### config.mk
export PLATFORM = sky130hd
export DESIGN_NAME = relative_oid_der_encoder_core
export DESIGN_NICKNAME = d
export VERILOG_FILES = /design/src/hw/rtl/roid_enc_pkg.sv /design/src/hw/rtl/relative_oid_der_encoder_core.sv
export SDC_FILE = /design/constraint.sdc
export NUM_CORES = 1
export LEC_CHECK = 0
export ABC_AREA = 1
export BUFFER_PORTS_ARGS = -buffer_cell sky130_fd_sc_hd__buf_2
export CORE_MARGIN = 5
export CORE_UTILIZATION = 30
export CTS_CLUSTER_SIZE = 8
export DETAILED_ROUTE_END_ITERATION = 7
export SLEW_MARGIN = 25
export SYNTH_ARGS = -nofsm -noshare
export SYNTH_HDL_FRONTEND = slang
export SYNTH_SLANG_ARGS = --single-unit
### constraint.sdc
create_clock -name clk_i -period 5.2 [get_ports clk_i]
set_input_delay 1.04 -clock clk_i [delete_from_list [all_inputs] [get_ports clk_i]]
set_output_delay 1.04 -clock clk_i [all_outputs]
set_load 0.02 [all_outputs]
### src/hw/rtl/roid_enc_pkg.sv
// Package for the relative OID DER encoder: payload structs, sequencer
// states, encoding constants and the base-128 group selector.
// No dependencies.
package roid_enc_pkg;

  localparam int unsigned CONTENT_BYTES = 32;

  localparam logic [7:0] REL_OID_TAG = 8'h0D;
  localparam logic [6:0] GROUP_MASK  = 7'h7F;
  localparam logic [7:0] MORE_BIT    = 8'h80;

  typedef struct packed {
    logic [31:0] arc_value;
    logic        last_arc;
  } roid_enc_in_t;

  typedef struct packed {
    logic [7:0] out_byte;
    logic       last_byte;
    logic       overflow;
  } roid_enc_out_t;

  typedef enum logic [4:0] {
    StIdle = 5'b00001,
    StEnc  = 5'b00010,
    StTag  = 5'b00100,
    StLen  = 5'b01000,
    StData = 5'b10000
  } roid_enc_state_e;

  // Index of the most significant non-zero 7-bit group (0 for a zero arc).
  function automatic logic [2:0] top_group(input logic [31:0] arc);
    logic [2:0] g;
    if (arc[31:28] != '0) begin
      g = 3'd4;
    end else if (arc[27:21] != '0) begin
      g = 3'd3;
    end else if (arc[20:14] != '0) begin
      g = 3'd2;
    end else if (arc[13:7] != '0) begin
      g = 3'd1;
    end else begin
      g = 3'd0;
    end
    return g;
  endfunction

  // Select 7-bit group number idx of the arc.
  function automatic logic [6:0] group_sel(input logic [31:0] arc, input logic [2:0] idx);
    logic [6:0] g;
    case (idx)
      3'd0:    g = arc[6:0];
      3'd1:    g = arc[13:7];
      3'd2:    g = arc[20:14];
      3'd3:    g = arc[27:21];
      3'd4:    g = {3'b000, arc[31:28]};
      default: g = '0;
    endcase
    return g & GROUP_MASK;
  endfunction

endpackage

### src/hw/rtl/relative_oid_der_encoder_core.sv
// Relative OID DER encoder top level: sequencer, group selector and content store.
// Depends on roid_enc_pkg.
//
// Usage:
//   Input: drive item_i and raise start; the arc is transferred at a rising edge
//   with start high and busy low. busy stays high while the arc is being
//   encoded and, for the final arc, while the encoding is sent out.
//   Output: each byte of the encoding appears on result_o for one cycle with
//   strobe_o high: tag 0x0D, the length byte, then the stored content bytes.
//   last_byte marks the final byte; overflow is set on every byte of a list
//   that lost content bytes because the store was full.
// Timing:
//   A non-final arc of G base-128 groups (G = 1..5) is taken in the transfer
//   cycle and then passes group by group through the shared group selector,
//   which writes one byte a cycle into the content store while it has room.
//   The final arc then adds the output (tag, length, N content bytes), one
//   byte a cycle, read through the single read port of the store.
// Reset: clears the sequencer, fill count and overflow flag; the store itself
//   is not cleared, only entries written in the current list are read.
// The receiver cannot stall: every strobed byte is taken.
module relative_oid_der_encoder_core #(
  parameter int unsigned CONTENT_BYTES = roid_enc_pkg::CONTENT_BYTES
) (
  input  logic                        clk_i,
  input  logic                        rst_ni,
  input  logic                        start,
  output logic                        busy,
  input  roid_enc_pkg::roid_enc_in_t  item_i,
  output logic                        strobe_o,
  output roid_enc_pkg::roid_enc_out_t result_o
);
  import roid_enc_pkg::*;

  localparam int unsigned AW = $clog2(CONTENT_BYTES);
  localparam int unsigned CW = $clog2(CONTENT_BYTES + 1);

  roid_enc_state_e state_q, state_d;
  logic [31:0]     arc_q, arc_d;
  logic            last_q, last_d;
  logic [2:0]      grp_q, grp_d;
  logic [CW-1:0]   fill_q, fill_d;
  logic            ovf_q, ovf_d;
  logic [CW-1:0]   idx_q, idx_d;

  logic [7:0]      mem [CONTENT_BYTES];
  logic [7:0]      rdata_q;
  logic [7:0]      enc_byte;
  logic            wr_en;
  logic            rd_en;
  logic [CW-1:0]   idx_next;
  logic [AW-1:0]   rd_addr;
  logic            data_last;

  assign enc_byte  = {(grp_q != 3'd0), group_sel(arc_q, grp_q)};
  assign idx_next  = idx_q + CW'(1);
  assign data_last = (idx_next == fill_q);
  assign wr_en     = (state_q == StEnc) && (fill_q < CW'(CONTENT_BYTES));

  always_comb begin
    state_d = state_q;
    arc_d   = arc_q;
    last_d  = last_q;
    grp_d   = grp_q;
    fill_d  = fill_q;
    ovf_d   = ovf_q;
    idx_d   = idx_q;
    rd_en   = 1'b0;
    rd_addr = '0;
    case (state_q)
      StIdle: begin
        if (start) begin
          arc_d   = item_i.arc_value;
          last_d  = item_i.last_arc;
          grp_d   = top_group(item_i.arc_value);
          state_d = StEnc;
        end
      end
      StEnc: begin
        if (wr_en) begin
          fill_d = fill_q + CW'(1);
        end else begin
          ovf_d = 1'b1;
        end
        if (grp_q == 3'd0) begin
          state_d = last_q ? StTag : StIdle;
        end else begin
          grp_d = grp_q - 3'd1;
        end
      end
      StTag: begin
        state_d = StLen;
      end
      StLen: begin
        // prefetch the first content byte
        rd_en   = 1'b1;
        rd_addr = '0;
        idx_d   = '0;
        if (fill_q == '0) begin
          state_d = StIdle;
          ovf_d   = 1'b0;
        end else begin
          state_d = StData;
        end
      end
      StData: begin
        if (data_last) begin
          state_d = StIdle;
          fill_d  = '0;
          ovf_d   = 1'b0;
        end else begin
          rd_en   = 1'b1;
          rd_addr = idx_next[AW-1:0];
          idx_d   = idx_next;
        end
      end
      default: begin
        state_d = StIdle;
      end
    endcase
  end

  always_ff @(posedge clk_i or negedge rst_ni) begin
    if (!rst_ni) begin
      state_q <= StIdle;
      last_q  <= 1'b0;
      grp_q   <= '0;
      fill_q  <= '0;
      ovf_q   <= 1'b0;
      idx_q   <= '0;
    end else begin
      state_q <= state_d;
      last_q  <= last_d;
      grp_q   <= grp_d;
      fill_q  <= fill_d;
      ovf_q   <= ovf_d;
      idx_q   <= idx_d;
    end
  end

  always_ff @(posedge clk_i) begin
    arc_q <= arc_d;
  end

  always_ff @(posedge clk_i) begin
    if (wr_en) begin
      mem[fill_q[AW-1:0]] <= enc_byte;
    end
  end

  always_ff @(posedge clk_i) begin
    if (rd_en) begin
      rdata_q <= mem[rd_addr];
    end
  end

  assign busy = (state_q != StIdle);

  always_comb begin
    strobe_o           = 1'b0;
    result_o.out_byte  = '0;
    result_o.last_byte = 1'b0;
    result_o.overflow  = ovf_q;
    case (state_q)
      StTag: begin
        strobe_o          = 1'b1;
        result_o.out_byte = REL_OID_TAG;
      end
      StLen: begin
        strobe_o           = 1'b1;
        result_o.out_byte  = 8'(fill_q);
        result_o.last_byte = (fill_q == '0);
      end
      StData: begin
        strobe_o           = 1'b1;
        result_o.out_byte  = rdata_q;
        result_o.last_byte = data_last;
      end
      default: begin
        strobe_o = 1'b0;
      end
    endcase
  end

  // Assertions
  a_fill_bound: assert property (@(posedge clk_i) disable iff (!rst_ni)
    fill_q <= CW'(CONTENT_BYTES))
    else $error("fill count exceeds store size");

  a_last_frees: assert property (@(posedge clk_i) disable iff (!rst_ni)
    strobe_o && result_o.last_byte |=> !busy && fill_q == '0 && !ovf_q)
    else $error("list state not cleared after final byte");

  a_ovf_full: assert property (@(posedge clk_i) disable iff (!rst_ni)
    strobe_o && result_o.overflow |-> fill_q == CW'(CONTENT_BYTES))
    else $error("overflow flagged with room left in store");

  a_start_busy: assert property (@(posedge clk_i) disable iff (!rst_ni)
    start && !busy |=> busy && state_q == StEnc)
    else $error("accepted arc did not start encoding");

  a_data_range: assert property (@(posedge clk_i) disable iff (!rst_ni)
    state_q == StData |-> idx_q < fill_q)
    else $error("content read past fill count");

endmodule
==> qor.csv <==
metric,value,unit
total power,0.006962,W
routed vias,9894,
worst slew pin tran,0.8824,ns
effective utilization at floorplan,30.14,%
chip width,228.1,µm
critical path cell sequence,"ha_1, inv_1, nand2_1, nand2_1, nor2_1, nand3_1, nor2_2, nand3_4, nor2_4, inv_1, o21ai_0, buf_2",
element type at the critical path end,output port,
total area of multi-input combinational cells,3894,µm²
Routed wire per std cell,17.60,µm
first-pass detailed-route iteration total,5,
setup TNS,0,ns
sinks on the clock net,318,
ratio of total power to cell area,425.8,nW/µm²
fraction of the cycle the final worst path needs,78.34,%
relative slew slack,40.96,%
placed instance area,15090,µm²
reg2reg setup slack,1.26,ns
sequential-to-total area share from yosys stat,66.16,%
"Slew Viols, Final",0,
GR Util All Layers,13.21,%
average cell area after synthesis,10.67,µm²
count of final hold-check violations,0,
maximum fanout along the worst path,33,
count of antenna-violating nets left after detailed routing,0,
pin count of the biggest net entering global routing,129,
area used by sequential logic in the layout,9440,µm²
Worst path top cell family by delay,simple AND/OR/NAND/NOR gates,
Vert. Die Dim,228.1,µm
Routed WL,35460,µm
cell with the most instances after synthesis,nand2_1,
Ys Warns,0,
CP max stage cell,dfrtp_1,
Register-to-Register Path Depth,17,
detailed placement HPWL,21480,µm
FMAX,245.5,MHz
number of port buffers,47,
summed area of non-filler cells in the final layout,16350,µm²
"Net Count, Synth",1383,
leakage power,6.444,nW
number of hold-repair buffers added at the cts stage,0,
setup repair after global routing missed its margin,no,
post-layout minimum cycle time,4.073,ns
run status,completed,
number of flops mapped to enable cells by yosys,296,
remaining global-route overflow,0,
setup repair bufs after CTS,0,
clock tree from TritonCTS,yes,
"Req. time, crit path",4.16,ns
Synth-to-Final Area Change,14.59,%
vias in the first global route,9704,
worst clock skew on the final layout,0.02272,ns
Final Wtd Congestion,0.8839,
R2R Path End,rdata_q[3],
flip-flop cell with the highest count after synthesis,edfxtp_1,
DRC violations left,0,
critical path launch point type,flip-flop,
count of cells resized by post-cts repair,0,
TritonCTS Buffers,45,
fin nets,1426,
slowest cell delay on critical path,0.46,ns
Netlist cell types,41,
total number of H-tree levels,2,
overall die area,52030,µm²
clock tree root driver cell,clkbuf_16,
Hold WC Path Type,primary input to async pin,
"area leader, netlist",edfxtp_1,
maximum ir drop on the vdd rail,0.0002965,V
number of instances in the synthesized netlist,1337,
worst path buffer plus inverter count,3,
dominant cells by area after synthesis,"edfxtp_1, nand3_1, nand2_1",
area share of the largest cell type after synthesis,62.29,%
layout cells sized above 1,9.643,%
clock-pin slew reported for the worst setup and hold paths after clock tree synthesis,0.05,ns
Crit path arrival time,3.03,ns
worst hold margin,0.4673,ns
netlist area before placement,14270,µm²
final cell utilization of the core,34.54,%
final count of negative-setup-slack endpoints,0,
"Async S/R FF share, synth",6.918,%
number of rows in the core area,80,
Starting DRT DRC Count,1008,
total of flip-flops plus latches after synthesis,318,
Synth top cells by count,"nand2_1, edfxtp_1, nand3_1, inv_1, nand3b_1",
first-pass GRT wire length,55540,µm
number of buffers on the longest clock path,3,
number of fillers in the final layout,4714,
Crit Path Class,flip-flop to output port,
number of antenna violations at the first check in global routing,0,
antenna diode count,0,
total core area,47350,µm²
number of vias per cell after detailed routing,4.910,
clock network latency to the later pin of the worst-skew pair,0.54,ns
IO Pins,48,
max-capacitance violation count,0,
Reg-to-Reg Start,idx_q[0],
-- final cells by class --
cell class	instances	area share, %
inverter	154	3.535
clock buffer	66	7.690
sequential	318	57.73
timing repair buffer	64	2.472
clock inverter	1	0.05356
multi-input combinational	797	23.81
tap	615	4.706
-- metal layers --
layer	wire (µm)	up-vias	share of wire [%]	GRT usage (%)
li1	-	4649	-	-
met1	15840	4814	45	18.41
met2	16510	364	47	21.57
met3	2358	67	6.6	2.400
met4	755	0	2.1	3.195
met5	0	-	0	0
-- worst max-delay path by stage --
| stage | startpoint | to | slack [ns] | cells after the start |
|---|---|---|---|---|
| 2_1_floorplan | start | grp_q[0] | 1.99 | 6 |
| 3_3_place_gp | idx_q[0] | rdata_q[3] | 1.38 | 17 |
| 3_5_place_dp | idx_q[0] | rdata_q[6] | 1.32 | 17 |
| 4_1_cts | idx_q[0] | result_o[1] | 1.12 | 12 |
| 5_1_grt | idx_q[0] | result_o[1] | 0.95 | 12 |
| 6_report | idx_q[0] | result_o[1] | 1.13 | 12 |
-- layout by cell type (no fill, tap or decap), types with 4 or more instances in the layout --
master     count
nor2_2         5
dfrtp_1       21
inv_1        148
clkbuf_1      18
nand4_1        5
nor3_1         4
edfxtp_1     296
inv_2          4
buf_4         13
ha_1          10
nor2_1        50
nand3_1      278
nand3b_1      64
nor2_4         5
nand2_1      323
buf_2         47
clkbuf_16     47
nor4_1         4
a21oi_1        9
o21ai_0       16
-- flip-flops by register name, indices dropped and copies added (netlist names) --
register,count
state_q,5
idx_q,6
last_q,1
arc_q,32
fill_q,6
ovf_q,1
rdata_q,8
mem,256
grp_q,3
-- stage by stage --
stage                     setup WS [ns]  cells
final                             1.127   2015
after global routing             0.9474   2015
after CTS                         1.120   2015
after detailed placement          1.324   1948
after global placement            1.381   1947
after floorplan                   1.994   1337
-- cell families after synthesis --
kind of cell,after synthesis,share of synthesized area [%]
buf+inv,222,6.751
compound gates,38,1.605
fa+ha+maj,10,0.8768
simple gates,748,24.55
flops,318,66.16
xor+xnor,1,0.06139
-- power by group --
part           internal (W)  switching (W)  total [W]
Combinational      0.000212       0.000861    0.00107
Sequential          0.00316      0.0000894    0.00325
Clock               0.00164        0.00100    0.00264
(Power assumes the default switching activity.)
